$ cat src/rtl/core/ablr_pkg.sv
// Shared constants and types for the alpha-blended line raster core.
package ablr_pkg;

	localparam int FB_WIDTH  = 256;
	localparam int FB_HEIGHT = 256;
	localparam int FB_SIZE   = FB_WIDTH * FB_HEIGHT;
	localparam int ADDR_W    = $clog2(FB_SIZE);
	localparam int PIX_W     = 24;
	localparam int COLOR_W   = 32;
	localparam int COORD_W   = 8;
	localparam int CNT_W     = 17;
	localparam int CNT_MAX   = (1 << CNT_W) - 1;

	localparam logic [31:0]       FB_W_L     = 32'(FB_WIDTH);
	localparam logic [31:0]       FB_H_L     = 32'(FB_HEIGHT);
	localparam logic [ADDR_W-1:0] LAST_ADDR  = ADDR_W'(FB_SIZE - 1);
	localparam logic [CNT_W-1:0]  FILL_COUNT =
		(FB_SIZE > CNT_MAX) ? CNT_W'(CNT_MAX) : CNT_W'(FB_SIZE);

	typedef enum logic [1:0] {
		MODE_LINE = 2'd0,
		MODE_PLOT = 2'd1,
		MODE_READ = 2'd2,
		MODE_FILL = 2'd3
	} mode_t;

	// Segment endpoints loaded into the line walker.
	typedef struct packed {
		logic [COORD_W-1:0] x0;
		logic [COORD_W-1:0] y0;
		logic [COORD_W-1:0] x1;
		logic [COORD_W-1:0] y1;
	} seg_t;

	// Current pixel offered by the line walker.
	typedef struct packed {
		logic [COORD_W-1:0] x;
		logic [COORD_W-1:0] y;
		logic               last;
	} px_t;

endpackage

$ cat src/rtl/core/ablr_blend.sv
// Per-channel alpha blend of one RGB pixel with an ARGB source color.
module ablr_blend import ablr_pkg::*; (
	input  logic [PIX_W-1:0]   old_px,
	input  logic [COLOR_W-1:0] color,
	output logic [PIX_W-1:0]   new_px
);

	logic [7:0]  alpha;
	logic [7:0]  inv_alpha;
	logic [15:0] mix [3];
	logic [15:0] adj [3];

	assign alpha     = color[31:24];
	assign inv_alpha = 8'd255 - alpha;

	// floor(x / 255) for x below 65280 is (x + 1 + (x >> 8)) >> 8.
	always_comb begin
		for (int i = 0; i < 3; i++) begin
			mix[i] = 16'(old_px[8*i +: 8]) * 16'(inv_alpha)
				+ 16'(color[8*i +: 8]) * 16'(alpha);
			adj[i] = mix[i] + 16'd1 + 16'(mix[i][15:8]);
			new_px[8*i +: 8] = adj[i][15:8];
		end
	end

endmodule

$ cat config.mk
export PLATFORM = sky130hd
export DESIGN_NAME = ablr_blend
export DESIGN_NICKNAME = d
export VERILOG_FILES = /design/src/rtl/core/ablr_pkg.sv /design/src/rtl/core/ablr_blend.sv
export SDC_FILE = /design/constraint.sdc
export NUM_CORES = 1
export LEC_CHECK = 0
export ABC_AREA = 0
export BUFFER_PORTS_ARGS = -buffer_cell sky130_fd_sc_hd__buf_2
export CAP_MARGIN = 5
export CORE_ASPECT_RATIO = 1.4
export CORE_MARGIN = 4
export CORE_UTILIZATION = 30
export DETAILED_ROUTE_END_ITERATION = 8
export PLACE_DENSITY = 0.43
export SETUP_SLACK_MARGIN = 0.5
export SLEW_MARGIN = 5
export SYNTH_ARGS = -nofsm -noshare
export SYNTH_HDL_FRONTEND = slang
export SYNTH_SLANG_ARGS = --single-unit
$ cat constraint.sdc
create_clock -name vclk -period 9.55
set_clock_uncertainty 0.2 [all_clocks]
set_input_delay 0.955 -clock vclk [all_inputs]
set_output_delay 0.955 -clock vclk [all_outputs]
set_load 0.005 [all_outputs]
# After elaboration in Yosys (flattened, before gate mapping)
# Index checks and enable logic that the tools add are counted.
# W data, S select, Z words.
[word_totals]
in_bits = 56
register_bits = 0
wordCells = 16
[op_classes]
addsub = 10
multipliers = 6
[op_table]
columns = ["operator", "n"]
rows = [
  ["$mul A8 B8 Y16", 6],
  ["$add A16 B1 Y16 const B", 3],
  ["$add A16 B16 Y16", 3],
  ["$add A16 B8 Y16", 3],
  ["$sub A8 B8 Y8 const A", 1],
]

# Longest topological paths before layout
# Gate-level depths: netlist of run 1.
[logic_depth]
depth_word = 5
ltp_mapped = 31
mapped_depth_nobuf = 29

# Worst setup path after synthesis of run 1
# Ideal clock, no wire load.
[synth_path]
kind = "input-to-output"
start = "in color[26]"
end = "out new_px[15]"
arrival_time_ns = 7.573
stages = 27
path_buffers = 2
required_time_ns = 8.395
slack_ns = 0.822
path_cell_list = "clkbuf_1 clkbuf_1 nand2_1 fa_1 inv_1 fa_1 fa_1 fa_1 fa_1 inv_1 fa_1 inv_1 ha_1 and2_1 and3_1 a221oi_2 o21bai_1 a21oi_1 xnor2_1 ha_1 o22ai_1 a21oi_1 nand3_1 mux2_2 o221ai_1 nand3_1 xnor2_1"
[synth_via]
elab_chain_cells = 5
[synth_rtl]
columns = ["element", "line_no", "source"]
rows = [
  ["start, declared", "ablr_blend.sv:4", "input logic [COLOR_W-1:0] color,"],
  ["$sub A8 B8 Y8", "ablr_blend.sv:14", "assign inv_alpha = 8'd255 - alpha;"],
  ["$mul A8 B8 Y16", "ablr_blend.sv:19", "mix[i] = 16'(old_px[8*i +: 8]) * 16'(inv_alpha)"],
  ["$add A16 B16 Y16 (*)", "ablr_blend.sv:20", "+ 16'(color[8*i +: 8]) * 16'(alpha);"],
  ["$add A16 B1 Y16", "ablr_blend.sv:21", "adj[i] = mix[i] + 16'd1 + 16'(mix[i][15:8]);"],
  ["$add A16 B8 Y16 (*)", "ablr_blend.sv:21", ""],
  ["end, declared", "ablr_blend.sv:5", "output logic [PIX_W-1:0] new_px"],
]
# Mark *: on every way between the ends. The rest lies on a longest branch, timed or not.

# Worst setup path in the final report of run 1
[layout_path]
start = "in color[26]"
end = "out new_px[7]"
# The elaborated chain is that of the path after synthesis.

==> impl_metrics.yaml, run 1 <==
critical_path:
  slowest_stage: "fa_1"
  crit_arrival_ns: 7.66
  critPathMaxFanout: 15
  crit_required_ns: 8.40
  cp-startpoint: "color[26]"
  critical_path_class: "input port to output pin"
  start_kind: "input port"
  cpPeakStageDelay_ns: 0.53
  cp_common_cell: "fa_1"
  end_kind: "output pin"
sta:
  whs_ns: 2.866
  relSlewSlack_pct: 55.57
  setup_violations: 0
  period_minus_slack_ns: 8.819
  tns_ns: 0
  finalHoldViolations: 0
  rsz0062_at_grt: "no"
  drv_slew: 0
  worst_pin_slew_ns: 0.6617
  fmax_ghz: 0.1134
  period_share_pct: 92.35
floorplan:
  die_w_um: 194.3
  floorplan.initialDensity_pct: 30.34
  die_h_um: 268.8
  dieArea_um2: 52210
  fp-row-count: 95
  ioPinCount: 80
  core-area_um2: 48020
routing:
  ant_nets: 0
  first_pass_iters: 5
  drc: 0
  wirelength_mm: 39.73
  vias: 10880
  wl_per_cell_um: 16.50
  drt_iter0_drc: 224
  via_per_inst: 4.518
synthesis:
  synth_top_cell_by_area: "fa_1"
  synth.area.top_cells: "fa_1 40%, ha_1 18%, inv_1 11%"
  synthSimpleGateAreaFrac_pct: 18.86
  avgSynthCellArea_um2: 8.762
  synth-compound-area-share_pct: 6.620
  ys_seq_area_share_pct: 0
  synth_top_family_by_area: "adder cells"
  ys.warnings.count: 0
  synth_cell_types: 69
  synth_cells: 1663
  syn_area_um2: 14570
  synth_xor_area_share_pct: 4.439
  synthMuxAreaShare_pct: 0.6440
  synth-adder-area-share_pct: 57.22
  netlist.area_leader.share_pct: 39.57
placement:
  gp_congestion: 0.8055
  io_buffer_count: 80
  hpwl_mm: 32.12
  placed_area_um2: 16100
layout:
  clock_buffers: 0
  post-route-util_pct: 35.06
  ff_latch_area_um2: 0
  drive_gt1_share_pct: 13.46
  numSequentialCells: 0
  fin_nets: 2326
  design_area_um2: 16840
  area_delta_synth_final_pct: 15.54
global_route:
  grt_pass1_vias: 12030
  grt_max_degree: 49
  grt_overflow: 0
  antenna_found_initial: 2
  grt_usage_pct: 14.66
  grt_pass1_wl_mm: 63.08
clock_tree:
  postCtsHoldBufs: 0
outcome:
  status: "complete, no violations"
job:
  cap_violations: 0
hold_path:
  hold_path_class: "input port to output pin"
  hold_start: "old_px[0]"
-- metrics by stage --
stage | instances | setup WS (ns)
5_1_grt | 2406 | 0.4210
3_3_place_gp | 2384 | 0.3444
3_5_place_dp | 2384 | 0.2493
4_1_cts | 2385 | 0.4834
2_1_floorplan | 1665 | 0.8218
6_report | 2408 | 0.7305
-- layout by cell type, fill, tap and decap left out, types with 20 or more instances in the layout --
master and count:
nand2_1 89, buf_2 72, xnor2_1 47, xor2_1 20
and2_1 118, fa_1 282, buf_4 63, nand2b_1 79
nor2_1 29, nor2b_1 113, inv_1 429, ha_1 189
a21oi_1 20
-- cells in the mapped netlist, types with 6 or more instances --
master,number
a21o_1,15
o21ai_0,8
nor2_1,31
nand3_1,13
and3_1,10
o21bai_1,7
a211oi_1,8
a21oi_1,29
clkbuf_1,43
o211ai_1,6
xor2_1,20
nand2b_1,81
mux2i_1,6
ha_1,204
nor2b_1,117
fa_1,288
and2_1,119
xnor2_1,52
inv_1,429
nand2_1,89
o21a_1,7
-- timing repair --
item / 4_1_cts / 5_1_grt
endpoints found under the setup margin: 20 / 24
buffers inserted: 1 / 15
gates resized for setup: 7 / 87
pin swaps: 1 / 31
cloned: 0 / 6
-- critical path: cells and delay by family --
family	cells	cell delay, ns
AOI/OAI and AO/OA	6	1.52
adders and majority gates	8	3.54
and+or+nand+nor	3	0.71
xor gates and xnor gates	2	0.27
buffers and inverters	7	0.66
-- metal layers --
metal | part of all wire [%] | global-route usage (%) | up-vias | wire length, um
met5 | 0 | 0 | - | 0
met1 | 42 | 18.45 | 5485 | 16580
met3 | 2.2 | 0.5124 | 21 | 886
met4 | 0.91 | 1.046 | 0 | 361
li1 | - | - | 5241 | -
met2 | 55 | 29.13 | 132 | 21910
-- logic make-up after synthesis --
kind of cell,after synthesis
buf+inv,473
compound gates,127
mux,9
xor+xnor,73
fa+ha+maj,494
other cells,1
simple gates,486
-- worst paths after layout --
kind	to	cells past startpoint
setup / recovery	new_px[7]	26
hold / removal	new_px[0]	10
-- cell type report --
| type | instances | area [um^2] |
|---|---|---|
| fill | 5094 | 31180 |
| multi-input combinational | 1192 | 13220 |
| inverter | 429 | 1610 |
| timing repair buffer | 155 | 1211 |
| tap | 630 | 788.3 |
| antenna | 2 | 5.005 |
Power of run 1 is left out: the tool's default activity adds up to more than one toggle a clock period on the data nets, which glitch-free logic cannot reach.
==> run 2: changes to the inputs <==
PLACE_DENSITY = 0.45   (was 0.43)
clock period = 7.7 ns   (was 9.55 ns; I/O delays follow)
==> run 2 against run 1 <==
Net effect: the flow now finishes with violations (negative setup slack); core utilization increased by 6.0 points; critical path type unchanged; final cell count increased by 10%; via count increased by 9.8%; largest cell class unchanged; sequential share of layout area unchanged; final area increased by 17%.
==> impl_metrics.yaml, run 2 (synthesis results as in run 1) <==
outcome:
  status: "complete, but fails checks"
  violations: "negative setup slack"
placement:
  place_ws_ns: -0.8822
  io_buffer_count: 80
  placed_area_um2: 18000
  gp_congestion: 0.8241
  hpwl_mm: 34.92
critical_path:
  crit_arrival_ns: 7.26
  cp_top_family: "adder cells"
  slowest_stage: "fa_2"
  cp.depth: 30
  cp-startpoint: "color[29]"
  cpPeakStageDelay_ns: 0.58
  crit_required_ns: 6.73
  critPathBufInv: 13
  worstSetupEndpoint: "new_px[15]"
  cp_common_cell: "buf_4"
  critical_path_class: "input port to output pin"
  critPathMaxFanout: 7
  start_kind: "input port"
  end_kind: "output pin"
floorplan:
  dieArea_um2: 52210
  fp-row-count: 95
  die_h_um: 268.8
  die_w_um: 194.3
  ioPinCount: 80
  floorplan.initialDensity_pct: 30.34
  core-area_um2: 48020
routing:
  via_per_inst: 4.498
  wl_met3_um: 783
  wl_per_cell_um: 15.58
  vias: 11950
  drt-met1-wl_mm: 17.02
  dr_wl_met2_mm: 22.62
  first_pass_iters: 4
  ant_nets: 0
  drt_iter0_drc: 286
  wirelength_mm: 41.39
  drc: 0
  highest_layer: "met4"
sta:
  rsz0062_at_grt: "yes"
  whs_ns: 2.570
  setup_violations: 24
  period_share_pct: 106.9
  fmax_ghz: 0.1215
  period_minus_slack_ns: 8.234
  drv_slew: 0
  finalHoldViolations: 0
  layout_setup_ws_ns: -0.5336
layout:
  drive_gt1_share_pct: 30.70
  clock_buffers: 0
  n_antenna_cell: 0
  layout_common_cells: "406 x inv_1, 279 x buf_4, 273 x fa_1, 181 x ha_1, 104 x and2_1"
  numSequentialCells: 0
  post-route-util_pct: 41.03
  design_area_um2: 19700
  ff_latch_area_um2: 0
  fin_nets: 2576
  area_delta_synth_final_pct: 35.21
  final_common_cell: "inv_1"
hold_path:
  hold_path_class: "input port to output pin"
global_route:
  antenna_found_initial: 0
  grt_pass1_vias: 13650
  grt_overflow: 0
  grt_pass1_wl_mm: 69.77
  grt_usage_pct: 16.26
  grt_max_degree: 17
job:
  cap_violations: 0
clock_tree:
  postCtsHoldBufs: 0
[run 2: cell types whose count changed in the layout (fill, tap and decap cells not counted), sizes merged]
cell	previous run	this run
clkbuf	6	5
diode	2	0
bufbuf	0	1
buf	149	399
[run 2: metal layers]
| metal | GRT usage [%] | vias to the layer above |
|---|---|---|
| met3 | 0.7999 | 59 |
| met5 | 0 | - |
| met4 | 2.719 | 0 |
| met1 | 19.96 | 6013 |
| met2 | 31.93 | 135 |
| li1 | - | 5740 |
[run 2: final cells by class]
class	count	area, um^2
tap	630	788.3
fill	4870	28320
timing repair buffer	405	3447
inverter	429	1610
multi-input combinational	1192	13860
[run 2: worst min-delay path, delay by kind of cell]
kind	cells	cell delay (ns)
buf+inv	3	0.43
simple gates	1	0.07
mux	1	0.31
compound gates	4	0.42
[run 2: timing repair]
item | in CTS | in global routing
setup buffers | 53 | 17
resized for setup | 164 | 81
gates cloned | 6 | 1
pin swaps | 77 | 98
setup endpoints to repair | 24 | 24
hold endpoints to repair | 0 | 0
[run 2: worst min path at each step]
stage                     startpoint    endpoint  slack, ns  cells after the start
after global routing      old_px[16]  new_px[21]       2.65                      9
after global placement    old_px[16]  new_px[21]       2.48                      8
after detailed placement  old_px[16]  new_px[21]       2.48                      8
after CTS                 old_px[16]  new_px[21]       2.58                      9
final                     old_px[16]  new_px[21]       2.57                      9
after floorplan            old_px[7]   new_px[7]       1.96                      5
[run 2: through the flow]
step / std cells / TNS [ns]
after global routing: 2656 / -16.18
after global placement: 2579 / -15.49
after CTS: 2638 / -10.04
final: 2656 / -10.06
after detailed placement: 2579 / -17.00
after floorplan: 1665 / -1.813
Power of run 2 is left out for the same reason.
