`config.mk`:
```
export PLATFORM = sky130hd
export DESIGN_NAME = ablr_walker
export DESIGN_NICKNAME = d
export VERILOG_FILES = /design/src/rtl/core/ablr_pkg.sv /design/src/rtl/core/ablr_walker.sv
export SDC_FILE = /design/constraint.sdc
export NUM_CORES = 1
export LEC_CHECK = 0
export ABC_AREA = 1
export BUFFER_PORTS_ARGS = -buffer_cell sky130_fd_sc_hd__buf_2
export CAP_MARGIN = 15
export CORE_MARGIN = 5
export CORE_UTILIZATION = 55
export DETAILED_ROUTE_END_ITERATION = 6
export HOLD_SLACK_MARGIN = 0.06
export PLACE_DENSITY_LB_ADDON = 0.08
export SLEW_MARGIN = 20
export SYNTH_ARGS = -nofsm -noshare
export SYNTH_HDL_FRONTEND = slang
export SYNTH_SLANG_ARGS = --single-unit
```
`constraint.sdc`:
```
create_clock -name clk -period 6.1 [get_ports clk]
set_clock_uncertainty 0.05 [all_clocks]
set_input_delay 0.61 -clock clk [delete_from_list [all_inputs] [get_ports clk]]
set_output_delay 0.61 -clock clk [all_outputs]
set_load 0.05 [all_outputs]
```
`src/rtl/core/ablr_pkg.sv`:
```
// Shared constants and types for the alpha-blended line raster core.
package ablr_pkg;

	localparam int FB_WIDTH  = 256;
	localparam int FB_HEIGHT = 256;
	localparam int FB_SIZE   = FB_WIDTH * FB_HEIGHT;
	localparam int ADDR_W    = $clog2(FB_SIZE);
	localparam int PIX_W     = 24;
	localparam int COLOR_W   = 32;
	localparam int COORD_W   = 8;
	localparam int CNT_W     = 17;
	localparam int CNT_MAX   = (1 << CNT_W) - 1;

	localparam logic [31:0]       FB_W_L     = 32'(FB_WIDTH);
	localparam logic [31:0]       FB_H_L     = 32'(FB_HEIGHT);
	localparam logic [ADDR_W-1:0] LAST_ADDR  = ADDR_W'(FB_SIZE - 1);
	localparam logic [CNT_W-1:0]  FILL_COUNT =
		(FB_SIZE > CNT_MAX) ? CNT_W'(CNT_MAX) : CNT_W'(FB_SIZE);

	typedef enum logic [1:0] {
		MODE_LINE = 2'd0,
		MODE_PLOT = 2'd1,
		MODE_READ = 2'd2,
		MODE_FILL = 2'd3
	} mode_t;

	// Segment endpoints loaded into the line walker.
	typedef struct packed {
		logic [COORD_W-1:0] x0;
		logic [COORD_W-1:0] y0;
		logic [COORD_W-1:0] x1;
		logic [COORD_W-1:0] y1;
	} seg_t;

	// Current pixel offered by the line walker.
	typedef struct packed {
		logic [COORD_W-1:0] x;
		logic [COORD_W-1:0] y;
		logic               last;
	} px_t;

endpackage

```
`src/rtl/core/ablr_walker.sv`:
```
// Line walker: steps the major axis and tracks the minor axis with a remainder.
module ablr_walker import ablr_pkg::*; (
	input  logic clk,
	input  logic arst_n,
	input  logic load,
	input  logic adv,
	input  seg_t seg,
	output px_t  px
);

	logic [COORD_W-1:0] dx, dy, d_new;
	logic               y_major;
	logic               swap_end;
	logic [COORD_W-1:0] ax, ay, bx, by;
	logic [COORD_W-1:0] maj_new, min_new, min_end;
	logic signed [8:0]  v_new;

	logic [COORD_W-1:0] maj_q, min_q, d_q, left_q, r_q;
	logic signed [8:0]  v_q;
	logic               y_major_q;
	logic               active_q;

	logic signed [9:0]  r_sum, r_fix, d_ext;
	logic [COORD_W-1:0] min_next;

	// Pick the axis and the lower end of the segment.
	always_comb begin
		dx = (seg.x1 > seg.x0) ? seg.x1 - seg.x0 : seg.x0 - seg.x1;
		dy = (seg.y1 > seg.y0) ? seg.y1 - seg.y0 : seg.y0 - seg.y1;
		y_major = dy > dx;
		if (y_major) begin
			swap_end = seg.y0 > seg.y1;
			d_new    = dy;
		end else begin
			swap_end = seg.x0 > seg.x1;
			d_new    = dx;
		end
		if (swap_end) begin
			ax = seg.x1; ay = seg.y1; bx = seg.x0; by = seg.y0;
		end else begin
			ax = seg.x0; ay = seg.y0; bx = seg.x1; by = seg.y1;
		end
		maj_new = y_major ? ay : ax;
		min_new = y_major ? ax : ay;
		min_end = y_major ? bx : by;
		v_new   = $signed({1'b0, min_end}) - $signed({1'b0, min_new});
	end

	// Shared step unit: add the minor extent, correct once by the major extent.
	always_comb begin
		d_ext = $signed({2'b00, d_q});
		r_sum = $signed({2'b00, r_q}) + $signed({v_q[8], v_q});
		if (r_sum < 0) begin
			r_fix    = r_sum + d_ext;
			min_next = min_q - 8'd1;
		end else if (r_sum >= d_ext) begin
			r_fix    = r_sum - d_ext;
			min_next = min_q + 8'd1;
		end else begin
			r_fix    = r_sum;
			min_next = min_q;
		end
	end

	always_ff @(posedge clk) begin
		if (load) begin
			maj_q     <= maj_new;
			min_q     <= min_new;
			d_q       <= d_new;
			left_q    <= d_new;
			r_q       <= '0;
			v_q       <= v_new;
			y_major_q <= y_major;
		end else if (adv) begin
			maj_q  <= maj_q + 8'd1;
			min_q  <= min_next;
			r_q    <= r_fix[7:0];
			left_q <= left_q - 8'd1;
		end
	end

	always_ff @(posedge clk or negedge arst_n) begin
		if (!arst_n) begin
			active_q <= 1'b0;
		end else if (load) begin
			active_q <= 1'b1;
		end else if (adv && px.last) begin
			active_q <= 1'b0;
		end
	end

	assign px.x    = y_major_q ? min_q : maj_q;
	assign px.y    = y_major_q ? maj_q : min_q;
	assign px.last = (left_q == '0);

	a_rem_in_range: assert property (@(posedge clk) disable iff (!arst_n)
		active_q && (d_q != '0) |-> (r_q < d_q))
		else $error("walker remainder left its range");

	a_adv_when_active: assert property (@(posedge clk) disable iff (!arst_n)
		adv |-> active_q)
		else $error("walker advanced without a loaded segment");

endmodule

```
# Word level (Yosys, flattened, before mapping)
# Cells that the tools add are included.
# word_totals
out_inout_bits	17
ff_bits	50
in_bits	36
# classes
reduce_logical	4
n_mux	23
add_sub_neg	12
order_cmp	7
# op_table
cell	n
2-to-1 mux 8 bit	22
greater-than comparator 8 bit	5
subtractor 8 bit	5
adder 8 x 1 -> 8 bit (second input constant)	2
subtractor 8 x 1 -> 8 bit (second input constant)	2
adder 9 x 9 -> 10 bit	1
greater-or-equal comparator 10 x 9 -> 1 bit	1
less-than comparator 10 x 1 -> 1 bit (second input constant)	1
subtractor 8 x 8 -> 9 bit	1
adder 8 bit	1
logical NOT 8 bit	1
nonzero test 3 bit	1
AND reduction 2 bit	1
nonzero test 2 bit	1
2-to-1 mux 1 bit	1

# Depth between registers and ports, before layout
# Gate-level depths: netlist of the first run.
# logic_depth
ltp_word	7
mapped_depth	38
mapped_depth_nobuf	37

# Worst setup path before layout of the first run
# No wires, ideal clock.
# synth_timing
path_type	input -> register
startpoint	input seg[0] (netlist bit)
endpoint	register v_q[6], data pin
path_buffers	1
setup_time_ns	0.265
stages	33
slack_ns	1.305
arrival_ns	4.480
cell_sequence	inv_1 -> ha_1 -> inv_1 -> fa_1 -> nand2_1 -> inv_1 -> nand2_1 -> nand2_1 -> nand2_1 -> nand2_1 -> nand2_1 -> inv_1 -> o21ai_0 -> nand2_1 -> ha_1 -> nand2_1 -> nor2_1 -> nand4_1 -> nand2_2 -> nand2_4 -> nand2_4 -> buf_8 -> nand2_2 -> nand3_1 -> and2_1 -> ha_1 -> inv_1 -> fa_1 -> nand3_1 -> nand2_1 -> a21oi_1 -> o21bai_1 -> xor2_1
# synth_between
elab_chain_len	7
word_cells_on_any_way	14
# synth_lines
element	line_no	source
start, declared	ablr_walker.sv:7	input seg_t seg,
subtractor 8 bit / greater-than comparator 8 bit (equally long branches)	ablr_walker.sv:29	dy = (seg.y1 > seg.y0) ? seg.y1 - seg.y0 : seg.y0 - seg.y1;
2-to-1 mux 8 bit	ablr_walker.sv:29	
greater-than comparator 8 bit	ablr_walker.sv:30	y_major = dy > dx;
2-to-1 mux 1 bit	ablr_walker.sv:31	if (y_major) begin
2-to-1 mux 8 bit	ablr_walker.sv:38	if (swap_end) begin
2-to-1 mux 8 bit, on equally long branches	ablr_walker.sv:45, ablr_walker.sv:44	
subtractor 8 x 8 -> 9 bit (*)	ablr_walker.sv:46	v_new = $signed({1'b0, min_end}) - $signed({1'b0, min_new});
net v_new[6]	ablr_walker.sv:16	logic signed [8:0] v_new;
end signal, assigned	ablr_walker.sv:72	v_q <= v_new;
end, declared	ablr_walker.sv:19	logic signed [8:0] v_q;
# Mark *: on every way through the listed nets, which the timed path passes. The rest lies on a longest branch.
# A chain may end at the register's enable or synchronous reset.

# Final worst setup path of the first run
# layout_timing
startpoint	input seg[0] (netlist bit)
endpoint	register v_q[8], data pin
# Same word-level chain as after synthesis.

==> results of run 1 <==
-- routing by layer --
layer	vias up	wire length (um)	GRT usage, %
met1	2873	8120	33.7
li1	3405	-	-
met2	153	8250	40.3
met4	0	264	6.16
met5	-	0	0
met3	13	831	2.14
-- area by class of cell --
cell class	instances	area, um^2
inverters	149	559
fillers	1214	4750
flip-flops and latches	50	1420
multi-input cells	800	4690
repair buffers	61	330
clock buffers	5	125
well taps	168	210
clock inverters	3	20.0
-- metrics by stage --
| step | util (%) | cells | setup slack (ps) |
|---|---|---|---|
| floorplan | - | 1028 | 1310 |
| global placement | 59.6 | 1228 | 590 |
| detailed placement | 59.6 | 1228 | 507 |
| CTS | 60.8 | 1236 | 796 |
| global route | 60.8 | 1236 | 331 |
| finish | 60.8 | 1236 | 787 |
-- worst register-to-register path, stage by stage (launching register included) --
cell and delay [ps]:
edfxtp_1 390, ha_1 360, nand3_1 90, nand2_1 140, nand2_1 70, a21oi_1 160, xor2_1 300, ha_1 390
nand2_1 130, nor2_1 60, nand2_1 60, nand3_1 100, nand2_1 90, nand4_1 110, nor2_2 410, a31oi_1 400
-- state kept, by name, indices dropped and copies added (netlist names) --
signal and cells:
min_q 8, v_q 9, maj_q 8, left_q 8, d_q 8, y_major_q 1, r_q 8
-- cells by family after synthesis --
| group | Yosys count | synth area share, % |
|---|---|---|
| simple gates | 522 | 33.7 |
| buf+inv | 178 | 10.5 |
| compound gates | 140 | 11.4 |
| fa+ha+maj | 90 | 17.5 |
| flops | 50 | 20.8 |
| xor+xnor | 48 | 6.15 |
-- layout by cell type, fill, tap and decap left out, drive strengths merged, types with 12 or more instances in the layout --
| cell type | netlist | layout |
|---|---|---|
| nand2 | 304 | 304 |
| inv | 149 | 150 |
| nand3 | 122 | 122 |
| ha | 81 | 81 |
| nor2 | 70 | 70 |
| buf | 19 | 61 |
| a21oi | 58 | 58 |
| o21ai | 53 | 53 |
| xor2 | 43 | 43 |
| edfxtp | 42 | 42 |
| o211ai | 12 | 12 |
-- worst min-delay path by stage --
| stage | from | end | slack, ps |
|---|---|---|---|
| global placement | r_q[4] | r_q[4] | 390 |
| floorplan | r_q[2] | r_q[2] | 380 |
| CTS | r_q[6] | r_q[6] | 410 |
| detailed placement | r_q[2] | r_q[2] | 400 |
| global route | r_q[6] | r_q[6] | 430 |
| finish | r_q[2] | r_q[2] | 410 |
==> summary.md, run 1 <==
| Metric | Value |
|---|---|
| EDFF count, synth | `42` |
| Setup TNS | `0 ps` |
| Area delta synth->final | `7.67%` |
| Tcrit/Tclk final | `87.1%` |
| Maximum clock path buffer count | `2` |
| Synth area leaders | `edfxtp_1 (18%), nand2_1 (16%), ha_1 (15%)` |
| Drt total wl | `17,500 um` |
| CP max FO | `27` |
| Number of stages on the worst setup path | `37` |
| Sequential area share after synthesis | `20.8%` |
| Horiz. Die Dim | `121 um` |
| Rows | `40` |
| Starting density of the core | `56.4%` |
| Drt via density | `5.21` |
| Startpoint types | `input pin` |
| RSZ-0062 raised after global routing | `no` |
| Post-synth ARST share | `0%` |
| R2R Setup Slk | `2460 ps` |
| Number of global-route vias before repair | `5,930` |
| DRT antenna net count | `0` |
| HPWL after DPL | `14,300 um` |
| Pins Over Slew Limit | `0` |
| Fmax | `0.188 GHz` |
| Setup violations, final | `0` |
| Final hold viol count | `0` |
| Hold depth | `2` |
| R2r worst-path depth | `15` |
| Critical path launch point | `seg[0]` |
| Netlist cell types | `39` |
| Skew-Pair Late Insertion Delay | `290 ps` |
| Clock Pin Slew Worst Setup and Hold Paths | `70 ps` |
| CP arrival | `5380 ps` |
| Final instance area | `7360 um^2` |
| Worst Setup End Kind | `flop` |
| Global route overflow | `0` |
| End of the critical path | `v_q[8]` |
| CTS sink cnt | `50` |
| Most common cell type on the critical path | `nand2_1` |
| Buffers plus inverters on the worst setup path | `8` |
| Total GRT Usage | `24.2%` |
| Synth top cells by count | `nand2_1 (288), inv_1 (149), nand3_1 (113), ha_1 (81), nor2_1 (67)` |
| Top delay family on crit path | `adder cells` |
| Synth warn | `0` |
| Slowest stage cell on the critical path | `fa_1` |
| I/O pin cnt | `53` |
| Number of port buffers | `51` |
| Share of cells above drive strength 1 | `9.55%` |
| Ant diodes | `0` |
| Clock Root Buffer | `clkbuf_16` |
| CTS tree | `done` |
| # DRC | `0` |
| Chip Height | `121 um` |
| Final min period | `5310 ps` |
| FF-to-FF Start | `v_q[2]` |
| Core Region | `12,100 um^2` |
| Worst-Margin Slew | `813 ps` |
| Cts bufs inserted | `5` |
| Status | `finished, final reports clean` |
| Drt pass-1 iters | `6` |
| Die area | `14,800 um^2` |
| Syn_nets | `1,154` |
| Main synth FF type | `edfxtp_1` |
| Max Cap Viol | `0` |
| Post-Syn Instances | `1,028` |
| Worst r2r dst | `min_q[7]` |
| Synthesized area per cell | `6.65 um^2` |
| Post-Syn Area | `6830 um^2` |
| Final hold slack | `409 ps` |
| Relative slew slack | `45.8%` |
| Required time worst endpoint | `6160 ps` |
| Worst setup path category | `in2reg` |
| Top-count cell post-synth | `nand2_1` |
| Placed cell area | `7210 um^2` |
| Yosys top cell by area | `edfxtp_1` |
| Drt wl/cell | `14.1 um` |
| Share of the synthesized area in the top cell type | `18.5%` |
| Post-cts sizing count | `0` |
| Starting DRT DRC Count | `552` |
| FF+latch count, synth | `50` |
| Max incr delay on CP | `420 ps` |
| Setup Fix Bufs, Post-CTS | `0` |
| Post-CTS Hold Buffers | `0` |
| Gp weighted congestion | `0.938` |
| Initial antenna violation count | `0` |
| First-pass GRT wire length | `28,800 um` |
| Fin nets | `1,193` |
| Hold Path Class | `reg2reg` |
| Vias | `6,444` |
| Depth of the CTS H-tree | `2` |
| Largest net degree at the start of global routing | `51` |
Power of run 1 is not shown: default switching activity piles up to over one toggle a cycle in this logic, so the estimate is an artifact.
==> run 2, diff against run 1 <==
BUFFER_PORTS_ARGS = -buffer_cell sky130_fd_sc_hd__clkbuf_2   (was -buffer_cell sky130_fd_sc_hd__buf_2)
==> summary.md, run 2 (same netlist as run 1, synthesis figures left out) <==
| Metric | Value |
|---|---|
| CP arrival | `5330 ps (-50 ps)` |
| Clock Pin Slew Worst Setup and Hold Paths | `60 ps (about the same)` |
| CTS tree | `done` |
| Top delay family on crit path | `adder cells` |
| Final min period | `5270 ps (-42.3 ps)` |
| Hold Path End | `r_q[4]` |
| Skew-Pair Late Insertion Delay | `290 ps (about the same)` |
| Final setup margin | `829 ps (+42.3 ps)` |
| Hold Path Class | `reg2reg` |
| Final hold viol count | `0 (unchanged)` |
| CP max FO | `22 (-19%)` |
| R2r worst-path depth | `14 (-1)` |
| Hold Path Origin | `r_q[4]` |
| Maximum clock path buffer count | `2 (unchanged)` |
| Area delta synth->final | `7.80%` |
| Drt total wl | `17,300 um (-0.81%)` |
| Commonest non-fill, non-tap cell in the layout | `nand2_1` |
| Cts bufs inserted | `5 (unchanged)` |
| Clock Root Buffer | `clkbuf_16` |
| Status | `finished, final reports clean` |
| Fmax | `0.190 GHz (+0.80%)` |
| Core Region | `12,100 um^2 (unchanged)` |
| Rows | `40 (unchanged)` |
| Tcrit/Tclk final | `86.4% (-0.69 points)` |
| First-pass GRT wire length | `28,000 um (-2.7%)` |
| Fin nets | `1,192 (-0.084%)` |
| Placed Cells | `1,227 (-0.081%)` |
| Critical path launch point | `seg[0]` |
| R2R Setup Slk | `2460 ps (about the same)` |
| Starting DRT DRC Count | `558 (+1.1%)` |
| # DRC | `0 (unchanged)` |
| HPWL after DPL | `14,300 um (-0.12%)` |
| Total GRT Usage | `23.5% (-0.67 points)` |
| Worst setup path category | `in2reg` |
| FF-to-FF Start | `v_q[0]` |
| Setup Fix Bufs, Post-CTS | `0 (unchanged)` |
| Worst-Margin Slew | `805 ps (-8.13 ps)` |
| Vias | `6,447 (+0.047%)` |
| Worst r2r dst | `min_q[4]` |
| Pins Over Slew Limit | `0 (unchanged)` |
| Depth of the CTS H-tree | `2 (unchanged)` |
| Required time worst endpoint | `6160 ps (about the same)` |
| Post-Layout Cell Count | `1,235 (-0.081%)` |
| Gp weighted congestion | `0.917 (-2.2%)` |
| Setup TNS | `0 ps (unchanged)` |
| Share of cells above drive strength 1 | `9.56% (about the same)` |
| Drt pass-1 iters | `5 (-1)` |
| I/O pin cnt | `53 (unchanged)` |
| Worst Setup End Kind | `flop` |
| Horiz. Die Dim | `121 um (unchanged)` |
| Buffers plus inverters on the worst setup path | `8 (unchanged)` |
| Most frequent cells in the layout | `nand2_1 (288), inv_1 (149), nand3_1 (113)` |
| Filler cells | `1,209 (-0.41%)` |
| Slowest stage cell on the critical path | `fa_1` |
| Most flops, register | `v_q` |
| Chip Height | `121 um (unchanged)` |
| Drt via density | `5.22 (+0.13%)` |
| Max Cap Viol | `0 (unchanged)` |
| Global route overflow | `0 (unchanged)` |
| Startpoint types | `input pin` |
| RSZ-0062 raised after global routing | `no` |
| DP Worst Slack | `570 ps (+62.6 ps)` |
| Largest net degree at the start of global routing | `51 (unchanged)` |
| DRT antenna net count | `0 (unchanged)` |
| Most common cell type on the critical path | `nand2_1` |
| Starting density of the core | `56.4% (unchanged)` |
| Relative slew slack | `46.1% (+0.29 points)` |
| Setup violations, final | `0 (unchanged)` |
| Max incr delay on CP | `430 ps (about the same)` |
| Post-cts sizing count | `0 (unchanged)` |
| Post-CTS Hold Buffers | `0 (unchanged)` |
| Max reg flops | `9 (unchanged)` |
| Initial antenna violation count | `0 (unchanged)` |
| Hold depth | `2 (unchanged)` |
| Number of global-route vias before repair | `5,795 (-2.3%)` |
| Die area | `14,800 um^2 (unchanged)` |
| Drt wl/cell | `14.0 um (-0.73%)` |
| CTS sink cnt | `50 (unchanged)` |
| Ant diodes | `0 (unchanged)` |
| Number of port buffers | `51 (unchanged)` |
[run 2: final cells by class]
type	instances	area [um^2]	area share, %
Sequential cell	50	1420	19.3
Clock inverter	1	8.76	0.119
Tap cell	168	210	2.85
Clock buffer	7	153	2.07
Multi-Input combinational cell	800	4690	63.7
Timing Repair Buffer	60	323	4.38
Inverter	149	559	7.59
[run 2: worst max-delay path by stage]
stage          endpoint  slack, ps  cells after the start
2_1_floorplan    v_q[6]       1310                     33
3_3_place_gp     v_q[8]        600                     37
3_5_place_dp     v_q[8]        570                     31
4_1_cts          v_q[8]        850                     33
5_1_grt          v_q[8]        380                     37
6_report         v_q[8]        830                     37
[run 2: metrics by stage]
| stage | instance area [um^2] | util [%] | hold slack, ps |
|---|---|---|---|
| finish | 7370 | 60.8 | 409 |
| global route | 7370 | 60.8 | 431 |
| CTS | 7370 | 60.8 | 414 |
| detailed placement | 7210 | 59.5 | 400 |
| global placement | 7210 | 59.5 | 395 |
| floorplan | 6830 | - | 382 |
[run 2: tightest hold or removal path: cells and delay by family, from the launching register on]
family	cells	cell delay, ps
simple gates	2	110
flops	1	310
[run 2: per-layer routing]
| layer | GRT usage, % | wire length (um) | vias up |
|---|---|---|---|
| li1 | - | - | 3399 |
| met1 | 32.9 | 8030 | 2876 |
| met2 | 39.5 | 8190 | 160 |
| met3 | 2.38 | 885 | 12 |
| met4 | 4.62 | 210 | 0 |
| met5 | 0 | 0 | - |
Power of run 2 is left out for the same reason.
==> run 3, diff against run 2 <==
clock period = 5.4 ns   (was 6.1 ns; I/O delays follow)
==> summary.md, run 3 (same netlist as run 1, synthesis figures left out) <==
| Metric | Value |
|---|---|
| Commonest non-fill, non-tap cell in the layout | `nand2_1` |
| Drt via density | `5.28 (+1.2%)` |
| DP Worst Slack | `238 ps (-332 ps)` |
| Drt wl/cell | `14.1 um (+0.88%)` |
| Starting DRT DRC Count | `558 (unchanged)` |
| Setup Fix Bufs, Post-CTS | `0 (unchanged)` |
| Setup violations, final | `0 (unchanged)` |
| Number of port buffers | `51 (unchanged)` |
| RSZ-0062 raised after global routing | `no` |
| Initial antenna violation count | `0 (unchanged)` |
| Number of global-route vias before repair | `6,176 (+6.6%)` |
| Filler cells | `1,231 (+1.8%)` |
| Startpoint types | `input pin` |
| Maximum clock path buffer count | `2 (unchanged)` |
| Max reg flops | `9 (unchanged)` |
| First-pass GRT wire length | `29,300 um (+4.6%)` |
| Drt pass-1 iters | `5 (unchanged)` |
| Most common cell type on the critical path | `nand2_1` |
| CP arrival | `4980 ps (-350 ps)` |
| Max Cap Viol | `0 (unchanged)` |
| Depth of the CTS H-tree | `2 (unchanged)` |
| Fin util | `61.2% (+0.35 points)` |
| HPWL after DPL | `14,700 um (+2.3%)` |
| Gp weighted congestion | `0.900 (-1.8%)` |
| Fin nets | `1,200 (+0.67%)` |
| Pins Over Slew Limit | `0 (unchanged)` |
| Relative slew slack | `41.0% (-5.1 points)` |
| Horiz. Die Dim | `121 um (unchanged)` |
| Hold Path Class | `reg2reg` |
| DRT antenna net count | `0 (unchanged)` |
| Worst-Margin Slew | `881 ps (+76.1 ps)` |
| Clock Root Buffer | `clkbuf_16` |
| Final setup margin | `518 ps (-311 ps)` |
| CP max FO | `18 (-18%)` |
| Setup TNS | `0 ps (unchanged)` |
| Worst Setup End Kind | `flop` |
| Starting density of the core | `56.4% (unchanged)` |
| Core Region | `12,100 um^2 (unchanged)` |
| CTS tree | `done` |
| Final hold viol count | `0 (unchanged)` |
| Largest net degree at the start of global routing | `50 (-2.0%)` |
| Slowest stage cell on the critical path | `fa_1` |
| Status | `finished, final reports clean` |
| Most flops, register | `v_q` |
| Ant diodes | `0 (unchanged)` |
| Vias | `6,564 (+1.8%)` |
| CTS sink cnt | `50 (unchanged)` |
| Global route overflow | `0 (unchanged)` |
| Post-Layout Cell Count | `1,243 (+0.65%)` |
| Tcrit/Tclk final | `90.4%` |
| # DRC | `0 (unchanged)` |
| Area of the multi-input gates | `4690 um^2 (unchanged)` |
| Clock Pin Slew Worst Setup and Hold Paths | `70 ps (about the same)` |
| Drt total wl | `17,600 um (+1.5%)` |
| Rows | `40 (unchanged)` |
| Area delta synth->final | `8.42%` |
| Share of cells above drive strength 1 | `10.2% (+0.67 points)` |
| Skew-Pair Late Insertion Delay | `290 ps (about the same)` |
| Chip Height | `121 um (unchanged)` |
| I/O pin cnt | `53 (unchanged)` |
| Most frequent cells in the layout | `nand2_1 (288), inv_1 (149), nand3_1 (113)` |
| Storage element area | `1420 um^2 (unchanged)` |
| Max incr delay on CP | `440 ps (about the same)` |
| Required time worst endpoint | `5490 ps (-670 ps)` |
| Post-CTS Hold Buffers | `0 (unchanged)` |
| Post-cts sizing count | `0 (unchanged)` |
| Die area | `14,800 um^2 (unchanged)` |
| Cts bufs inserted | `5 (unchanged)` |
| Worst setup path category | `in2reg` |
| Final min period | `4880 ps` |
| Fmax | `0.205 GHz` |
| Total GRT Usage | `24.6% (+1.1 points)` |
| Placed Cells | `1,235 (+0.65%)` |
[run 3: cell count changes in the layout (fill, tap and decap cells not counted)]
cell / delta
clkinv_4: -1
clkinv_2: +2
clkbuf_8: -2
inv_6: +1
buf_4: +8
[run 3: stage by stage]
step	area [um^2]	hold WS (ps)
finish	7410	408
global route	7410	427
CTS	7410	409
detailed placement	7270	399
global placement	7270	393
floorplan	6830	382
[run 3: per-layer routing]
metal  routed length (um)  GRT usage (%)  up-vias
li1                     -              -     3425
met1                 8280           33.9     2965
met2                 8210           41.0      144
met3                  636           1.72       30
met4                  462           7.84        0
met5                    0              0        -
[run 3: path summary, 6_finish.rpt]
path / from / slack (ps) / cells after the start / endpoint
min reg2reg: r_q[2] / 410 / 2 / r_q[2]
min: r_q[2] / 410 / 2 / r_q[2]
max reg2reg: v_q[0] / 1700 / 13 / min_q[0]
max: seg[8] / 520 / 33 / v_q[8]
[run 3: cell type report]
type                            instances  share of cell area, %
Clock buffer                            5                   1.69
Clock inverter                          3                  0.253
Inverter                              149                   7.55
Multi-Input combinational cell        800                   63.3
Sequential cell                        50                   19.2
Tap cell                              168                   2.84
Timing Repair Buffer                   68                   5.17
[run 3: critical path: cells and delay by family]
family,cells,cell delay (ps)
and+or+nand+nor,16,1460
adders and majority gates,5,1530
buffers and inverters,6,580
AOI/OAI and AO/OA,6,830
Power of run 3 is left out for the same reason.
